### src/pva_pkg.sv
// Shared types and constants for the polyphonic voice allocator.
// Command and result words, controller command struct, operation codes.
// No dependencies.
package pva_pkg;

  // sizing
  localparam int Channels = 16;
  localparam int Voices   = 4;
  localparam int ChanW    = (Channels > 1) ? $clog2(Channels) : 1;
  localparam int VoiceW   = (Voices > 1) ? $clog2(Voices) : 1;
  localparam int TickW    = 31;
  localparam int PeakW    = 3;

  // operation codes, code 3 is ignored like other events
  typedef enum logic [1:0] {
    OpClear = 2'd0,
    OpNote  = 2'd1,
    OpOther = 2'd2
  } op_e;

  // input word
  typedef struct packed {
    logic [1:0]       operation;
    logic [3:0]       channel;
    logic [TickW-1:0] start_tick;
    logic [TickW-1:0] end_tick;
  } cmd_t;

  // result word
  typedef struct packed {
    logic             assigned;
    logic [1:0]       voice_slot;
    logic             stolen;
    logic [PeakW-1:0] peak_voices;
  } res_t;

  // one voice slot as stored in the tick memory
  typedef struct packed {
    logic [TickW-1:0] start_tick;
    logic [TickW-1:0] end_tick;
  } slot_ent_t;

  // controller to datapath commands
  typedef struct packed {
    logic load;
    logic exec;
  } ctrl_t;

endpackage

### src/pva_ctrl.sv
// Controller for the voice allocator: idle / execute sequencing.
// Issues load and execute commands to the datapath.
// Depends on pva_pkg.
module pva_ctrl (
  input  logic           clk_i,
  input  logic           rst_ni,
  input  logic           start,
  output logic           busy,
  output pva_pkg::ctrl_t ctrl_o
);

  typedef enum logic [1:0] {
    StIdle = 2'b01,
    StExec = 2'b10
  } state_e;

  state_e state_q, state_d;

  // next state
  always_comb begin
    state_d = state_q;
    unique case (state_q)
      StIdle: begin
        if (start) state_d = StExec;
      end
      StExec: begin
        state_d = StIdle;
      end
      default: begin
        state_d = StIdle;
      end
    endcase
  end

  // state register
  always_ff @(posedge clk_i or negedge rst_ni) begin
    if (!rst_ni) begin
      state_q <= StIdle;
    end else begin
      state_q <= state_d;
    end
  end

  // commands to the datapath
  assign busy        = (state_q == StExec);
  assign ctrl_o.load = start && (state_q == StIdle);
  assign ctrl_o.exec = (state_q == StExec);

endmodule

### src/pva_dp.sv
// Datapath for the voice allocator: slot tick memory, busy flags, peak counts,
// expiry / steal / lowest-free selection and the result register.
// Depends on pva_pkg.
module pva_dp (
  input  logic           clk_i,
  input  logic           rst_ni,
  input  pva_pkg::ctrl_t ctrl_i,
  input  pva_pkg::cmd_t  cmd_i,
  output pva_pkg::res_t  res_o,
  output logic           done_o
);

  pva_pkg::cmd_t                           cmd_q;
  pva_pkg::slot_ent_t [pva_pkg::Voices-1:0] row_q;
  pva_pkg::slot_ent_t [pva_pkg::Voices-1:0] row_d;
  pva_pkg::slot_ent_t [pva_pkg::Voices-1:0] mem_q [pva_pkg::Channels];
  logic [pva_pkg::Voices-1:0]              busy_q [pva_pkg::Channels];
  logic [pva_pkg::PeakW-1:0]               peak_q [pva_pkg::Channels];
  pva_pkg::res_t                           res_q, res_d;
  logic                                    done_q;

  logic [pva_pkg::ChanW-1:0]  chan_idx;
  logic                       is_clear;
  logic                       is_note;
  logic [pva_pkg::Voices-1:0] live;
  logic [pva_pkg::Voices-1:0] oldest;
  logic [pva_pkg::Voices-1:0] occ;
  logic [pva_pkg::Voices-1:0] new_occ;
  logic                       full;
  logic [pva_pkg::VoiceW-1:0] pick_idx;
  logic [pva_pkg::VoiceW-1:0] highest;
  logic [pva_pkg::PeakW-1:0]  peak_cand;
  logic [pva_pkg::PeakW-1:0]  peak_d;

  // latch the accepted word and read the channel's slot row
  always_ff @(posedge clk_i) begin
    if (ctrl_i.load) begin
      cmd_q <= cmd_i;
      row_q <= mem_q[cmd_i.channel[pva_pkg::ChanW-1:0]];
    end
  end

  assign chan_idx = cmd_q.channel[pva_pkg::ChanW-1:0];

  // operation decode
  always_comb begin
    is_clear = 1'b0;
    is_note  = 1'b0;
    unique case (cmd_q.operation)
      pva_pkg::OpClear: is_clear = 1'b1;
      pva_pkg::OpNote: begin
        is_note = (5'(cmd_q.channel) < 5'(pva_pkg::Channels));
      end
      default: begin
        is_clear = 1'b0;
        is_note  = 1'b0;
      end
    endcase
  end

  // expiry and oldest-start search, all pairwise compares in parallel
  always_comb begin
    for (int v = 0; v < pva_pkg::Voices; v++) begin
      live[v]   = busy_q[chan_idx][v] && (row_q[v].end_tick > cmd_q.start_tick);
      oldest[v] = 1'b1;
      for (int j = 0; j < pva_pkg::Voices; j++) begin
        if (j < v) begin
          if (!(row_q[v].start_tick < row_q[j].start_tick)) oldest[v] = 1'b0;
        end else if (j > v) begin
          if (!(row_q[v].start_tick <= row_q[j].start_tick)) oldest[v] = 1'b0;
        end
      end
    end
  end

  assign full = &live;
  assign occ  = full ? (live & ~oldest) : live;

  // lowest free slot, highest occupied slot, new peak
  always_comb begin
    pick_idx = '0;
    for (int v = pva_pkg::Voices - 1; v >= 0; v--) begin
      if (!occ[v]) pick_idx = pva_pkg::VoiceW'(v);
    end
    new_occ           = occ;
    new_occ[pick_idx] = 1'b1;
    highest           = '0;
    for (int v = 0; v < pva_pkg::Voices; v++) begin
      if (new_occ[v]) highest = pva_pkg::VoiceW'(v);
    end
    peak_cand = pva_pkg::PeakW'(highest) + pva_pkg::PeakW'(1);
    peak_d    = (peak_cand > peak_q[chan_idx]) ? peak_cand : peak_q[chan_idx];
  end

  // updated slot row
  always_comb begin
    row_d                     = row_q;
    row_d[pick_idx].start_tick = cmd_q.start_tick;
    row_d[pick_idx].end_tick   = cmd_q.end_tick;
  end

  // tick memory write-back
  always_ff @(posedge clk_i) begin
    if (ctrl_i.exec && is_note) begin
      mem_q[chan_idx] <= row_d;
    end
  end

  // busy flags and peak counts
  always_ff @(posedge clk_i or negedge rst_ni) begin
    if (!rst_ni) begin
      busy_q <= '{default: '0};
      peak_q <= '{default: '0};
    end else if (ctrl_i.exec) begin
      if (is_clear) begin
        busy_q <= '{default: '0};
        peak_q <= '{default: '0};
      end else if (is_note) begin
        busy_q[chan_idx] <= new_occ;
        peak_q[chan_idx] <= peak_d;
      end
    end
  end

  // result word
  always_comb begin
    res_d             = '0;
    res_d.assigned    = is_note;
    res_d.voice_slot  = is_note ? 2'(pick_idx) : 2'd0;
    res_d.stolen      = is_note && full;
    res_d.peak_voices = is_note ? peak_d : '0;
  end

  always_ff @(posedge clk_i) begin
    if (ctrl_i.exec) res_q <= res_d;
  end

  always_ff @(posedge clk_i or negedge rst_ni) begin
    if (!rst_ni) begin
      done_q <= 1'b0;
    end else begin
      done_q <= ctrl_i.exec;
    end
  end

  assign res_o  = res_q;
  assign done_o = done_q;

endmodule

### src/polyphonic_voice_allocator.sv
// Polyphonic voice allocator, top level: controller plus datapath.
// A word accepted while idle is latched and then executed; the result and done_o are registered.
// A new word is taken only in the idle state, after the slot row read and its write-back.
// Reset clears busy flags, peak counts and control; tick memory is not cleared.
// The result strobe done_o lasts one cycle and cannot be stalled.
// Depends on pva_pkg, pva_ctrl, pva_dp.
module polyphonic_voice_allocator (
  input  logic          clk_i,
  input  logic          rst_ni,
  input  logic          start,
  output logic          busy,
  input  pva_pkg::cmd_t cmd_i,
  output pva_pkg::res_t res_o,
  output logic          done_o
);

  pva_pkg::ctrl_t ctrl;

  pva_ctrl u_ctrl (
    .clk_i  (clk_i),
    .rst_ni (rst_ni),
    .start  (start),
    .busy   (busy),
    .ctrl_o (ctrl)
  );

  pva_dp u_dp (
    .clk_i  (clk_i),
    .rst_ni (rst_ni),
    .ctrl_i (ctrl),
    .cmd_i  (cmd_i),
    .res_o  (res_o),
    .done_o (done_o)
  );

  // every accepted word gives one result strobe
  assert property (@(posedge clk_i) disable iff (!rst_ni)
    (start && !busy) |-> ##2 done_o)
    else $error("missing result after accepted word");

  assert property (@(posedge clk_i) disable iff (!rst_ni)
    busy |=> !busy)
    else $error("execute lasted more than one cycle");

  // unassigned results carry zero fields
  assert property (@(posedge clk_i) disable iff (!rst_ni)
    (done_o && !res_o.assigned) |->
      (res_o.voice_slot == 2'd0) && !res_o.stolen && (res_o.peak_voices == 3'd0))
    else $error("unassigned result with nonzero fields");

  // the peak covers the slot just given
  assert property (@(posedge clk_i) disable iff (!rst_ni)
    (done_o && res_o.assigned) |->
      (res_o.peak_voices > {1'b0, res_o.voice_slot}) &&
      (res_o.peak_voices <= 3'(pva_pkg::Voices)))
    else $error("peak count inconsistent with slot");

endmodule

### config.mk
export PLATFORM = sky130hd
export DESIGN_NAME = polyphonic_voice_allocator
export DESIGN_NICKNAME = d
export VERILOG_FILES = /design/src/pva_pkg.sv /design/src/pva_ctrl.sv /design/src/pva_dp.sv /design/src/polyphonic_voice_allocator.sv
export SDC_FILE = /design/constraint.sdc
export NUM_CORES = 2
export LEC_CHECK = 0
export BUFFER_PORTS_ARGS = -buffer_cell sky130_fd_sc_hd__buf_2
export CAP_MARGIN = 20
export CORE_ASPECT_RATIO = 1.2
export CORE_MARGIN = 2
export CORE_UTILIZATION = 30
export DETAILED_ROUTE_END_ITERATION = 8
export SLEW_MARGIN = 20
export SYNTH_ARGS = -nofsm -noshare
export SYNTH_HDL_FRONTEND = slang
export SYNTH_SLANG_ARGS = --single-unit
### constraint.sdc
create_clock -name clk_i -period 19.7 [get_ports clk_i]
set_input_delay 3.94 -clock clk_i [delete_from_list [all_inputs] [get_ports clk_i]]
set_output_delay 3.94 -clock clk_i [all_outputs]
set_load 0.01 [all_outputs]
Word-level counts from Yosys, hierarchy flattened

Memory sizes are Yosys's and may differ from the RTL's. A register that Yosys moved wholly into a read port is not among the register bits.
Cells that the tools add are included.

Bits in writable memories: 3,968
Flip-flop bits (word level): 190
Memories: 1
Word-level logic and storage cells: 137

Memory list:

| memory     | words | width | rd ports | clocked after Yosys merged registers in | wr ports | RTL line     | text |
|---|---|---|---|---|---|---|---|
| u_dp.mem_q | 16    | 248   | 1        | 1                                       | 1        | pva_dp.sv:16 | `pva_pkg::slot_ent_t [pva_pkg::Voices-1:0] mem_q [pva_pkg::Channels];` |

Equal/unequal tests: 4
Multiplexer cells: 51
$add $sub $neg: 1
Bitwise gates (word level): 4
Order comparisons: 21
Reduce and logical (&&, ||, !) cells: 13

Operators with widths:

| operator                                                                      | number |
|---|---|
| 248-bit bitwise mux                                                           | 2 |
| 62-bit demux with 2-bit select                                                | 2 |
| 31-bit <= comparator                                                          | 6 |
| 31-bit less-than comparator                                                   | 6 |
| 64-bit 2-to-1 mux                                                             | 2 |
| 31-bit greater-than comparator                                                | 4 |
| 48-bit 2-to-1 mux                                                             | 2 |
| 64-bit bitwise mux                                                            | 1 |
| 62-bit 2-to-1 mux                                                             | 1 |
| 48-bit bitwise mux                                                            | 1 |
| 31-bit 2-to-1 mux                                                             | 1 |
| 1-bit 2-to-1 mux                                                              | 18 |
| 4-bit binary-select mux with 4-bit select                                     | 1 |
| 4-bit demux with 4-bit select                                                 | 1 |
| 2-bit 2-to-1 mux                                                              | 8 |
| 4-bit 2-to-1 mux                                                              | 4 |
| 3-bit binary-select mux with 4-bit select                                     | 1 |
| 3-bit demux with 4-bit select                                                 | 1 |
| 3-bit 2-to-1 mux                                                              | 4 |
| 1-bit logical AND                                                             | 9 |
| 5-bit >= comparator (second input constant)                                   | 1 |
| 5-bit by 1-bit less-than comparator with 1-bit output (second input constant) | 1 |
| 4-bit inverter with 5-bit output                                              | 1 |
| 4-bit AND                                                                     | 1 |
| 14 further kinds                                                              | 15 |

Longest topological paths before layout

Word-level depth: 25
Mapped depth: 23
Gate-level depth less buffers: 20

Cells and area by module

A second synthesis with hierarchy kept.

Cell total of the unflattened synthesis: 7,653
Area total of the unflattened synthesis: 173,911.8 um^2

Modules (own cells, without submodules):

| module   | cells an instance | area each (um^2) | instances |
|---|---|---|---|
| pva_dp   | 7,646             | 173,821.7        | 1 |
| pva_ctrl | 7                 | 90.1             | 1 |

Worst setup path before layout

Ideal clock, no wire load.

Kind: input to register
Start: in start
End: reg u_dp.cmd_q, in the netlist u_dp.chan_idx[0] (enable)
Arrival: 10.376 ns
Slack: 8.658 ns
Stages on the path: 3
Cells stage by stage: nand2_1 > or2_2 > inv_1

RTL lines:

| item                 | RTL line                         | text |
|---|---|---|
| start, declared      | polyphonic_voice_allocator.sv:10 | `input logic start,` |
| end signal, assigned | pva_dp.sv:38                     | `cmd_q <= cmd_i;` |
| end, declared        | pva_dp.sv:13                     | `pva_pkg::cmd_t cmd_q;` |

==> impl_metrics.csv <==
group,metric,value,unit
worst_hold_path,timing.hold.worst.class,"flop to flop",
floorplanning,die-area,584000,µm²
route,wl,453,mm
cts,cts-root-buf,"clkbuf_16",
synth,synth_seq_cells,4406,
sta,finalCriticalPeriod,7750,ps
synth,syn_nets,8100,
route,drc_errors,0,
sta,fmax,0.129,GHz
global_route,grt_max_degree,137,
synth,seq_area_frac_synth,0.759,
power,p_leak,0.0623,µW
cts,clk_pin_slew,70,ps
power,p_per_area,98.7,nW/µm²
cts,holdBufCountCts,0,
sta,finClkSkew,99.1,ps
job,drv_cap,0,
final_layout,fin_nets,8469,
synth,synth_edf_count,4291,
setup_path,r2r-start,"u_dp.cmd_q[45]",
power,ir_drop,0.0832,mV
floorplanning,rows,306,
synth,syn_area,173000,µm²
floorplanning,ios,80,
cts,clk_latency,1030,ps
placed_design,dp_slack,10580,ps
setup_path,reg2reg_depth,13,
sta,worstMarginPinSlew,1300,ps
worst_hold_path,hold_path_depth,2,
cts,clkSinkCount,4406,
global_route,grt_use_total,0.151,
setup_path,required,20380,ps
route,ant_nets,0,
setup_path,critPathArrivalTime,8430,ps
cts,cts_made_buffers,397,
cts,cts_setup_buffers,0,
cts,tritoncts,"done",
floorplanning,die_y,837,µm
route,drt_pass1_iterations,6,
setup_path,crit_path_end_kind,"flop",
route,post_drt_wl_per_cell,28.1,µm
worst_hold_path,hp-start,"u_dp.peak_q[39]",
sta,setup_viol,0,
floorplanning,coreArea,577000,µm²
final_layout,syn2layout_area_growth,13.8,%
synth,ys_types,68,
synth,synth.avg_cell_area,22.5,µm²
placed_design,port_buffers,79,
sta,drv_slew,0,
final_layout,drive_above_1_share,0.278,
setup_path,startpoint,"cmd_i[62]",
sta,setup_ws,11950,ps
sta,finalCritPeriodShare,0.394,
route,dr.first_iter.drc_count,8358,
route,vias_per_cell,5.09,
cts,cts-htree-levels,5,
sta,final_hold_viol_count,0,
setup_path,setup.worst_path.start_class,"input port",
route,num_vias,81931,
setup_path,worst-setup-path-type,"input port to flop",
synth,ys.flop_type,"edfxtp_1",
placed_design,gp_congestion,0.813,
sta,rsz0062_at_grt,"no",
global_route,grt_remaining_overflow,0,
global_route,grt_antenna_before_repair,20,
global_route,grt_pass1_vias,85207,
sta,fin_tns_setup,0,ps
synth,yosys_warnings,0,
setup_path,cp_max_fo,62,
synth,async_flop_share,0.0261,
final_layout,layout_commonest_cell,"edfxtp_1",
run_status,status,"completed",
cts,clockBufferDepth,4,
floorplanning,start_util,0.300,
global_route,grt_pass1_wl,642,mm
synth,syn_inst,7716,
final_layout,final_cell_mix,"4291 x edfxtp_1, 1248 x mux4_2, 402 x clkbuf_16",
floorplanning,die-width,698,µm
cts,cts_resized,0,
placed_design,place_hpwl,248,mm
sta,relSlewSlack,0.127,
final_layout,fill_cells,53329,
==> cells in the mapped netlist, types with 3 or more instances <==
cell type,number,area share
a21boi_0,6,0.00026
mux2_4,30,0.0026
a211o_1,4,0.00020
nand3b_1,10,0.00043
or2_2,5,0.00018
a21o_1,29,0.0013
dfrtp_1,114,0.016
nor2b_1,34,0.0012
nand3_1,36,0.0010
buf_1,110,0.0024
clkbuf_1,212,0.0046
a221oi_1,8,0.00040
mux2_2,95,0.0062
nand2b_1,9,0.00032
o21ai_0,197,0.0057
inv_1,187,0.0040
o21ai_1,3,0.000087
mux4_2,1248,0.16
nand4_1,59,0.0021
o211ai_1,7,0.00030
o31ai_1,6,0.00026
a211oi_1,37,0.0016
mux2i_1,56,0.0032
and3_1,6,0.00022
buf_2,11,0.00032
nand2_1,270,0.0058
nor3_1,14,0.00040
nor4_1,7,0.00025
o21a_1,4,0.00017
a31oi_1,7,0.00025
edfxtp_1,4291,0.74
buf_6,6,0.00039
ha_1,313,0.023
and2_1,4,0.00014
a21oi_1,136,0.0039
nor2_1,50,0.0011
a22oi_1,3,0.00013
and4_1,6,0.00030
a22o_1,49,0.0025
==> final timing paths <==
| check | slack (ps) | to |
|---|---|---|
| max | 11950 | u_dp.row_q[237] |
| min | 480 | u_dp.peak_q[39] |
| max reg2reg | 12340 | u_dp.mem_q[12][42] |
| min reg2reg | 480 | u_dp.peak_q[39] |
| max in group asynchronous | 15410 | u_dp.busy_q[11] |
| min in group asynchronous | 2990 | u_dp.done_o |
==> per-layer routing <==
metal | global-route usage | wire length, µm
met5 | 0 | 48
met4 | 0.0481 | 16100
met3 | 0.0175 | 24900
met2 | 0.266 | 232000
met1 | 0.193 | 180000
==> final cells by class <==
cell class	instances	area, µm²	area share
multi-input cells	2781	39900	0.202
inverters	188	833	0.00422
clock inverters	261	2700	0.0136
repair buffers	311	2370	0.0120
clock buffers	460	10300	0.0523
well taps	7700	9630	0.0488
flip-flops and latches	4406	132000	0.667
diodes	4	10.0	0.0000507
==> flip-flops by register name, indices dropped and copies added, names as in the netlist <==
name            count
u_dp.res_o          7
u_dp.peak_q        48
u_dp.chan_idx       4
u_dp.cmd_q         64
u_ctrl.state_q      2
u_dp.busy_q        64
u_dp.done_o         1
u_dp.row_q        248
u_dp.mem_q       3968
==> per-stage QoR <==
stage               utilization  area, µm²  cells  hold WS (ps)  total power [µW]
finish                    0.342     197000  16111           478             19500
global route              0.342     197000  16108           496             20000
floorplan                     -     173000   7716           442             11400
detailed placement        0.319     184000  15372           467             11800
global placement          0.319     184000  15371           454             11800
CTS                       0.342     197000  16093           482             19600
==> where the power goes <==
group	internal, µW	switching [µW]	leakage [µW]
Clock	4370	3470	0.00634
Combinational	421	678	0.0157
Sequential	10400	104	0.0403
Total	15200	4250	0.0623
==> critical path, cell delays in order <==
cell and delay (ps):
buf_12 200, buf_16 380, buf_4 810, buf_6 700, buf_4 790, mux4_2 610, mux4_2 490
==> logic make-up after synthesis <==
group | after synthesis | share of synthesized area
AO/OA/AOI/OAI | 522 | 0.0184
adder cells (fa/ha/maj) | 313 | 0.0226
buffers and inverters | 529 | 0.0118
flip-flops | 4406 | 0.759
multiplexers | 1429 | 0.174
AND/OR/NAND/NOR | 517 | 0.0139
(Power assumes the default switching activity.)
